$ cat config.mk
export PLATFORM = sky130hd
export DESIGN_NAME = tftp_write_receiver_top
export DESIGN_NICKNAME = d
export VERILOG_FILES = /design/src/design/twr_pkg.sv /design/src/design/tftp_write_receiver_top.sv /design/src/design/twr_core.sv /design/src/design/twr_out_ser.sv
export SDC_FILE = /design/constraint.sdc
export NUM_CORES = 1
export LEC_CHECK = 0
export ABC_CLOCK_PERIOD_IN_PS = 12700
export BUFFER_PORTS_ARGS = -buffer_cell sky130_fd_sc_hd__buf_2
export CAP_MARGIN = 20
export CORE_ASPECT_RATIO = 0.7
export CORE_MARGIN = 2
export CORE_UTILIZATION = 30
export CTS_CLUSTER_SIZE = 24
export DETAILED_ROUTE_END_ITERATION = 7
export GPL_TIMING_DRIVEN = 0
export PLACE_DENSITY = 0.5
export SYNTH_ARGS = -nofsm -noshare
export SYNTH_HDL_FRONTEND = slang
export SYNTH_SLANG_ARGS = --single-unit
export TNS_END_PERCENT = 100
$ cat constraint.sdc
create_clock -name aclk -period 12.7 [get_ports aclk]
set_input_delay 1.905 -clock aclk [delete_from_list [all_inputs] [get_ports aclk]]
set_output_delay 1.905 -clock aclk [all_outputs]
set_load 0.05 [all_outputs]
$ cat src/design/twr_pkg.sv
// Shared types, codes and a helper function for the TFTP write receiver.
package twr_pkg;

    localparam logic [2:0] CMD_WRQ     = 3'd0;
    localparam logic [2:0] CMD_DATA    = 3'd1;
    localparam logic [2:0] CMD_ERROR   = 3'd2;
    localparam logic [2:0] CMD_OTHER   = 3'd3;
    localparam logic [2:0] CMD_TIMEOUT = 3'd4;

    localparam logic [2:0] KIND_ACK   = 3'd0;
    localparam logic [2:0] KIND_OACK  = 3'd1;
    localparam logic [2:0] KIND_ERROR = 3'd2;
    localparam logic [2:0] KIND_WRITE = 3'd3;
    localparam logic [2:0] KIND_DONE  = 3'd4;

    localparam logic [1:0] ERR_PEER       = 2'd0;
    localparam logic [1:0] ERR_UNEXPECTED = 2'd1;
    localparam logic [1:0] ERR_TIMEOUT    = 2'd2;

    localparam logic CFG_DEFAULT_BLOCK_SIZE = 1'b0;
    localparam logic CFG_MAX_TIMEOUTS       = 1'b1;

    localparam logic [15:0] RESET_BLOCK_SIZE   = 16'd512;
    localparam logic [7:0]  RESET_MAX_TIMEOUTS = 8'd10;
    localparam logic [15:0] MIN_BLOCK_BYTES    = 16'd8;
    localparam logic [15:0] HEADER_BYTES       = 16'd4;

    localparam int MAX_RESULTS = 3;

    typedef struct packed {
        logic [2:0]  cmd;
        logic        has_size_option;
        logic [15:0] req_block_size;
        logic [15:0] pkt_block;
        logic [15:0] pkt_bytes;
    } event_t;

    typedef struct packed {
        logic [2:0]  kind;
        logic [15:0] ack_block;
        logic [15:0] byte_count;
        logic [1:0]  error_reason;
        logic        last;
    } result_t;

    typedef struct packed {
        result_t [MAX_RESULTS-1:0] res;
        logic [1:0]                count;
    } bundle_t;

    function automatic logic [15:0] clamp_size(input logic [15:0] v, input logic [15:0] max_v);
        logic [15:0] r;
        r = v;
        if (v < MIN_BLOCK_BYTES) begin
            r = MIN_BLOCK_BYTES;
        end else if (v > max_v) begin
            r = max_v;
        end
        return r;
    endfunction

endpackage

$ cat src/design/tftp_write_receiver_top.sv
// Top level of the TFTP write receiver: configuration, input register and wiring.
// An accepted item waits in the input register until the result register can take it,
// is then decided combinationally, and its results are offered from the result register.
// Throughput: one item per cycle while each item gives at most one result and m_ready is
// high; an item with more results holds the result register while they leave one per cycle.
// Reset: synchronous active-low aresetn returns the transfer to idle, block size 512,
// timeout limit 10, and empties the input and result registers.
module tftp_write_receiver_top #(
    parameter int MAX_BLOCK_BYTES = 65464
) (
    input  logic        aclk,
    input  logic        aresetn,
    input  logic        cfg_we,
    input  logic        cfg_index,
    input  logic [15:0] cfg_wdata,
    input  logic        s_valid,
    output logic        s_ready,
    input  logic [2:0]  s_cmd,
    input  logic        s_has_size_option,
    input  logic [15:0] s_req_block_size,
    input  logic [15:0] s_pkt_block,
    input  logic [15:0] s_pkt_bytes,
    output logic        m_valid,
    input  logic        m_ready,
    output logic [2:0]  m_kind,
    output logic [15:0] m_ack_block,
    output logic [15:0] m_byte_count,
    output logic [1:0]  m_error_reason,
    output logic        m_last
);

    logic [15:0] dflt_size_reg;
    logic [7:0]  max_to_reg;
    logic        in_valid_reg;
    twr_pkg::event_t  in_reg;
    twr_pkg::bundle_t bundle;
    twr_pkg::result_t m_res;
    logic ser_ready;
    logic fire;

    assign fire    = in_valid_reg && ser_ready;
    assign s_ready = !in_valid_reg || fire;

    always_ff @(posedge aclk) begin
        if (!aresetn) begin
            dflt_size_reg <= twr_pkg::RESET_BLOCK_SIZE;
            max_to_reg    <= twr_pkg::RESET_MAX_TIMEOUTS;
        end else if (cfg_we) begin
            case (cfg_index)
                twr_pkg::CFG_DEFAULT_BLOCK_SIZE: dflt_size_reg <= cfg_wdata;
                twr_pkg::CFG_MAX_TIMEOUTS:       max_to_reg    <= cfg_wdata[7:0];
                default: begin
                end
            endcase
        end
    end

    always_ff @(posedge aclk) begin
        if (!aresetn) begin
            in_valid_reg <= 1'b0;
        end else if (s_valid && s_ready) begin
            in_valid_reg <= 1'b1;
        end else if (fire) begin
            in_valid_reg <= 1'b0;
        end
    end

    always_ff @(posedge aclk) begin
        if (s_valid && s_ready) begin
            in_reg.cmd             <= s_cmd;
            in_reg.has_size_option <= s_has_size_option;
            in_reg.req_block_size  <= s_req_block_size;
            in_reg.pkt_block       <= s_pkt_block;
            in_reg.pkt_bytes       <= s_pkt_bytes;
        end
    end

    twr_core #(
        .MAX_BLOCK_BYTES(MAX_BLOCK_BYTES)
    ) u_core (
        .aclk        (aclk),
        .aresetn     (aresetn),
        .fire        (fire),
        .evt         (in_reg),
        .dflt_size   (dflt_size_reg),
        .max_timeouts(max_to_reg),
        .bundle      (bundle)
    );

    twr_out_ser u_out (
        .aclk   (aclk),
        .aresetn(aresetn),
        .load   (fire),
        .bundle (bundle),
        .ready  (ser_ready),
        .m_valid(m_valid),
        .m_ready(m_ready),
        .m_res  (m_res)
    );

    assign m_kind         = m_res.kind;
    assign m_ack_block    = m_res.ack_block;
    assign m_byte_count   = m_res.byte_count;
    assign m_error_reason = m_res.error_reason;
    assign m_last         = m_res.last;

endmodule

$ cat src/design/twr_core.sv
// Transfer state registers and the single-pass decision logic for one event.
module twr_core #(
    parameter int MAX_BLOCK_BYTES = 65464
) (
    input  logic             aclk,
    input  logic             aresetn,
    input  logic             fire,
    input  twr_pkg::event_t  evt,
    input  logic [15:0]      dflt_size,
    input  logic [7:0]       max_timeouts,
    output twr_pkg::bundle_t bundle
);

    localparam logic [15:0] MAX_SIZE = 16'(MAX_BLOCK_BYTES);

    logic        phase_reg, phase_next;
    logic [15:0] last_block_reg, last_block_next;
    logic [15:0] size_reg, size_next;
    logic [7:0]  to_count_reg, to_count_next;

    logic [15:0] expect_blk;
    logic [15:0] raw_len;
    logic [15:0] len;
    logic [8:0]  to_inc;
    logic [15:0] new_size;
    logic [1:0]  n;
    twr_pkg::result_t [twr_pkg::MAX_RESULTS-1:0] res;

    assign expect_blk = last_block_reg + 16'd1;
    assign raw_len = (evt.pkt_bytes >= twr_pkg::HEADER_BYTES)
                   ? (evt.pkt_bytes - twr_pkg::HEADER_BYTES) : 16'd0;
    assign len = (raw_len > size_reg) ? size_reg : raw_len;
    assign to_inc = {1'b0, to_count_reg} + 9'd1;
    assign new_size = evt.has_size_option
                    ? twr_pkg::clamp_size(evt.req_block_size, MAX_SIZE)
                    : twr_pkg::clamp_size(dflt_size, MAX_SIZE);

    always_comb begin
        phase_next      = phase_reg;
        last_block_next = last_block_reg;
        size_next       = size_reg;
        to_count_next   = to_count_reg;
        res             = '0;
        n               = 2'd0;
        if (!phase_reg) begin
            case (evt.cmd)
                twr_pkg::CMD_WRQ: begin
                    phase_next      = 1'b1;
                    last_block_next = 16'd0;
                    to_count_next   = 8'd0;
                    size_next       = new_size;
                    if (evt.has_size_option) begin
                        res[0].kind       = twr_pkg::KIND_OACK;
                        res[0].byte_count = new_size;
                    end else begin
                        res[0].kind = twr_pkg::KIND_ACK;
                    end
                    res[1].kind = twr_pkg::KIND_ACK;
                    n = 2'd2;
                end
                twr_pkg::CMD_DATA, twr_pkg::CMD_ERROR, twr_pkg::CMD_OTHER: begin
                    res[0].kind         = twr_pkg::KIND_ERROR;
                    res[0].error_reason = twr_pkg::ERR_UNEXPECTED;
                    n = 2'd1;
                end
                default: begin
                end
            endcase
        end else begin
            case (evt.cmd)
                twr_pkg::CMD_TIMEOUT: begin
                    if (to_inc > {1'b0, max_timeouts}) begin
                        phase_next          = 1'b0;
                        to_count_next       = 8'd0;
                        res[0].kind         = twr_pkg::KIND_ERROR;
                        res[0].error_reason = twr_pkg::ERR_TIMEOUT;
                    end else begin
                        to_count_next    = to_inc[7:0];
                        res[0].kind      = twr_pkg::KIND_ACK;
                        res[0].ack_block = last_block_reg;
                    end
                    n = 2'd1;
                end
                twr_pkg::CMD_DATA: begin
                    to_count_next = 8'd0;
                    if (evt.pkt_block != expect_blk) begin
                        if (evt.pkt_block > expect_blk) begin
                            res[0].kind      = twr_pkg::KIND_ACK;
                            res[0].ack_block = last_block_reg;
                            n = 2'd1;
                        end
                    end else begin
                        last_block_next = expect_blk;
                        if (len != 16'd0) begin
                            res[0].kind       = twr_pkg::KIND_WRITE;
                            res[0].byte_count = len;
                            n = 2'd1;
                        end
                        res[n].kind      = twr_pkg::KIND_ACK;
                        res[n].ack_block = expect_blk;
                        n = n + 2'd1;
                        if (len != size_reg) begin
                            phase_next  = 1'b0;
                            res[n].kind = twr_pkg::KIND_DONE;
                            n = n + 2'd1;
                        end
                    end
                end
                twr_pkg::CMD_WRQ, twr_pkg::CMD_ERROR, twr_pkg::CMD_OTHER: begin
                    to_count_next = 8'd0;
                    phase_next    = 1'b0;
                    res[0].kind   = twr_pkg::KIND_ERROR;
                    res[0].error_reason = (evt.cmd == twr_pkg::CMD_ERROR)
                                        ? twr_pkg::ERR_PEER : twr_pkg::ERR_UNEXPECTED;
                    n = 2'd1;
                end
                default: begin
                end
            endcase
        end
        if (n != 2'd0) begin
            res[n - 2'd1].last = 1'b1;
        end
    end

    assign bundle.res   = res;
    assign bundle.count = n;

    always_ff @(posedge aclk) begin
        if (!aresetn) begin
            phase_reg      <= 1'b0;
            last_block_reg <= 16'd0;
            size_reg       <= twr_pkg::RESET_BLOCK_SIZE;
            to_count_reg   <= 8'd0;
        end else if (fire) begin
            phase_reg      <= phase_next;
            last_block_reg <= last_block_next;
            size_reg       <= size_next;
            to_count_reg   <= to_count_next;
        end
    end

    // An error result always leaves the transfer idle.
    assert property (@(posedge aclk) disable iff (!aresetn)
        fire && bundle.count != 2'd0 && bundle.res[0].kind == twr_pkg::KIND_ERROR
        |=> !phase_reg)
        else $error("transfer still active after an error result");

    // The timeout count is zero whenever no transfer is active.
    assert property (@(posedge aclk) disable iff (!aresetn)
        !phase_reg |-> to_count_reg == 8'd0)
        else $error("timeout count left over while idle");

endmodule

$ cat src/design/twr_out_ser.sv
// Result bundle register that hands results out one item per cycle while m_ready is high.
module twr_out_ser (
    input  logic             aclk,
    input  logic             aresetn,
    input  logic             load,
    input  twr_pkg::bundle_t bundle,
    output logic             ready,
    output logic             m_valid,
    input  logic             m_ready,
    output twr_pkg::result_t m_res
);

    logic [1:0] cnt_reg;
    logic [1:0] idx_reg;
    twr_pkg::result_t [twr_pkg::MAX_RESULTS-1:0] res_reg;
    logic pop;
    logic pop_last;

    assign m_valid  = (cnt_reg != 2'd0);
    assign pop      = m_valid && m_ready;
    assign pop_last = pop && (idx_reg == cnt_reg - 2'd1);
    assign ready    = !m_valid || pop_last;
    assign m_res    = res_reg[idx_reg];

    always_ff @(posedge aclk) begin
        if (!aresetn) begin
            cnt_reg <= 2'd0;
            idx_reg <= 2'd0;
        end else if (load && ready) begin
            cnt_reg <= bundle.count;
            idx_reg <= 2'd0;
        end else if (pop_last) begin
            cnt_reg <= 2'd0;
            idx_reg <= 2'd0;
        end else if (pop) begin
            idx_reg <= idx_reg + 2'd1;
        end
    end

    always_ff @(posedge aclk) begin
        if (load && ready) begin
            res_reg <= bundle.res;
        end
    end

    // The read index always points inside the held bundle.
    assert property (@(posedge aclk) disable iff (!aresetn)
        cnt_reg != 2'd0 |-> idx_reg < cnt_reg)
        else $error("result index beyond bundle");

    // Only the final result of a bundle carries the last flag.
    assert property (@(posedge aclk) disable iff (!aresetn)
        m_valid |-> (m_res.last == (idx_reg == cnt_reg - 2'd1)))
        else $error("last flag misplaced");

endmodule
==> results.toml <==
[setup_path]
crit_type = "reg -> reg"
cp-end-kind = "flop"
cp.buffers_inverters = 6
worst_path_largest_cell_delay_ns = 0.63
crit_required_ns = 12.91
crit_family = "simple AND/OR/NAND/NOR gates"
critPathLaunchType = "flop"
slowest_stage = "buf_1"
cp.arrival_ns = 5.95
crit_chain = "clkbuf_1 -> inv_1 -> ha_1 -> buf_2 -> inv_1 -> nor2_2 -> a21oi_1 -> mux2i_1 -> inv_1 -> ha_1 -> nand4_1 -> nor4_1 -> and4_1 -> nand2b_1 -> buf_1 -> o31ai_1 -> ha_1 -> nand2_1 -> o2111ai_1 -> and2_1 -> and2_1"
crit_fanout = 10

[layout]
fillCellCount = 3493
final_cells = 1722
num-nets-final = 1365
drive_above_1_share = 0.1518
mostFrequentLayoutCell = "nand2_1"
largest_reg_flops = 57
syn_to_final_growth_pct = 17.41
antennaDiodeCount = 0
final_util = 0.3600
final_cell_mix = "nand2_1 (137), buf_2 (116), nor2_1 (113)"

[min_path]
hold_class = "reg -> reg"

[placed_design]
port_buffers = 113
routabilityCongestion = 0.9073
dpl.cell_count = 1690
hpwl_um = 25120

[global_route]
antenna_found_initial = 0
grt_usage = 0.1848
grt_max_degree = 46
grt_pass1_vias = 8524
grt_pass1_wl_um = 50360
grt-ovfl-total = 0

[clocking]
cts_resized = 0
cts_buffer_depth = 2
cts_hold_buf = 0
cts.sinks = 179
cts-buffers-inserted = 17
cts_tree = "yes"
htree_levels = 4
post-cts-setup-buffer-count = 0
clk_pin_slew_ns = 0.08
clk_latency_ns = 0.45
cts_root_buf = "clkbuf_16"

[synthesis]
ys_ff_latch = 179
synth_edf_count = 109
synth_nets = 1230
synth-main-ff-cell = "edfxtp_1"
syn_avg_cell_area_um2 = 9.329
ys_warn_count = 0
synth.distinct_cells = 77
synth-seq-area-share = 0.4514
ys_async_sr_fraction = 0
synth_cells = 1110
netlist_area_um2 = 10350

[routing]
routed_wl_um = 32480
viasPerCell = 5.082
drtAntennaViolNets = 0
drt_iter0_drc = 831
wl_per_cell_um = 18.86
drc = 0
first_pass_iters = 6
num_vias = 8752

[sta]
tns_ns = 0
rsz0062_at_grt = "false"
clock_skew_ns = 0.01237
fmax_mhz = 174.0
finalSetupViolCount = 0
holdWs_ns = 0.4689
hold_viol = 0
min_period_ns = 5.746
drv_slew = 0
period_share = 0.4524
max_slew.worst_pin.slew_ns = 0.9118
max_slew_margin = 0.3921

[power]
p_leak_nw = 4.439
p_per_area_nw_per_um2 = 112.3
peakVddDrop_mv = 0.07607

[die]
die_y_um = 159.4
start_util = 0.3066
die_w_um = 226.1
die_area_um2 = 36040
io_pins = 114
rows = 56
coreArea_um2 = 33770

[job]
cap_violations = 0

[outcome]
outcome = "complete, no violations"
[cells in the mapped netlist, drive strengths merged (32+ instances only)]
library cell,count,area (um2)
nand2,138,520.5
nor2,114,430.4
edfxtp,109,3273
dfxtp,70,1401
inv,56,210.2
a21oi,52,260.3
o21ai,49,294.0
ha,46,575.6
mux2i,42,440.4
clkbuf,41,153.9
nor3,39,200.2
a21boi,35,262.8
and2,35,219.0
nand3,32,165.2
[final timing paths]
| check | start | to | slack (ns) | depth (start not counted) |
|---|---|---|---|---|
| worst min register to register | max_to_reg[7]$_SDFFE_PN0P_ | max_to_reg[7]$_SDFFE_PN0P_ | 0.47 | 2 |
| worst max-delay path | in_reg[2]$_DFFE_PP_ | u_out.res_reg[38]$_SDFFCE_PN0P_ | 6.95 | 21 |
| worst min-delay path | max_to_reg[7]$_SDFFE_PN0P_ | max_to_reg[7]$_SDFFE_PN0P_ | 0.47 | 2 |
| worst max register to register | in_reg[2]$_DFFE_PP_ | u_out.res_reg[38]$_SDFFCE_PN0P_ | 6.95 | 21 |
[kinds of logic after synthesis]
kind of cell	after synthesis	synth area share
adder cells (fa/ha/maj)	47	0.05655
AND/OR/NAND/NOR	457	0.2152
AO/OA/AOI/OAI	239	0.1599
XOR/XNOR	33	0.02791
multiplexers	42	0.04253
buffers and inverters	113	0.04652
flip-flops	179	0.4514
[metal layers]
layer,global-route usage,share of wire
met5,0,0
met2,0.2541,0.40
met1,0.2864,0.52
met4,0.05443,0.020
met3,0.03654,0.063
[worst register-to-register path, delay by kind of cell, from the launching register on]
family / cells / cell delay [ns]
AOI/OAI and AO/OA: 3 / 0.59
adders and majority gates: 3 / 0.84
buffers and inverters: 6 / 1.47
DFF: 1 / 0.44
muxes: 1 / 0.49
and+or+nand+nor: 8 / 1.70
[where the power goes]
group / leakage [nW] / total (mW) / internal [mW] / switching (mW)
logic: 2.55 / 0.183 / 0.0598 / 0.123
clock network: 0.289 / 0.521 / 0.277 / 0.244
registers: 1.60 / 0.661 / 0.643 / 0.0179
total: 4.44 / 1.36 / 0.979 / 0.385
[stage by stage]
step	setup slack, ns	cell area, um2	power [mW]
floorplan	7.644	10350	0.7904
global placement	5.750	11500	0.8530
detailed placement	6.943	11590	0.8567
CTS	6.918	12160	1.380
global route	6.447	12160	1.420
finish	6.954	12160	1.365
[final cells by class]
cell class | instances | area [um2] | area share
multi-input combinational | 818 | 5210 | 0.4285
clock inverter | 12 | 90.09 | 0.007410
inverter | 57 | 215.2 | 0.01770
buffer | 56 | 267.8 | 0.02202
clock buffer | 20 | 479.2 | 0.03942
tap | 464 | 580.6 | 0.04775
timing repair buffer | 116 | 640.6 | 0.05269
sequential | 179 | 4674 | 0.3845
No activity file was read; power rests on OpenSTA's default activity.
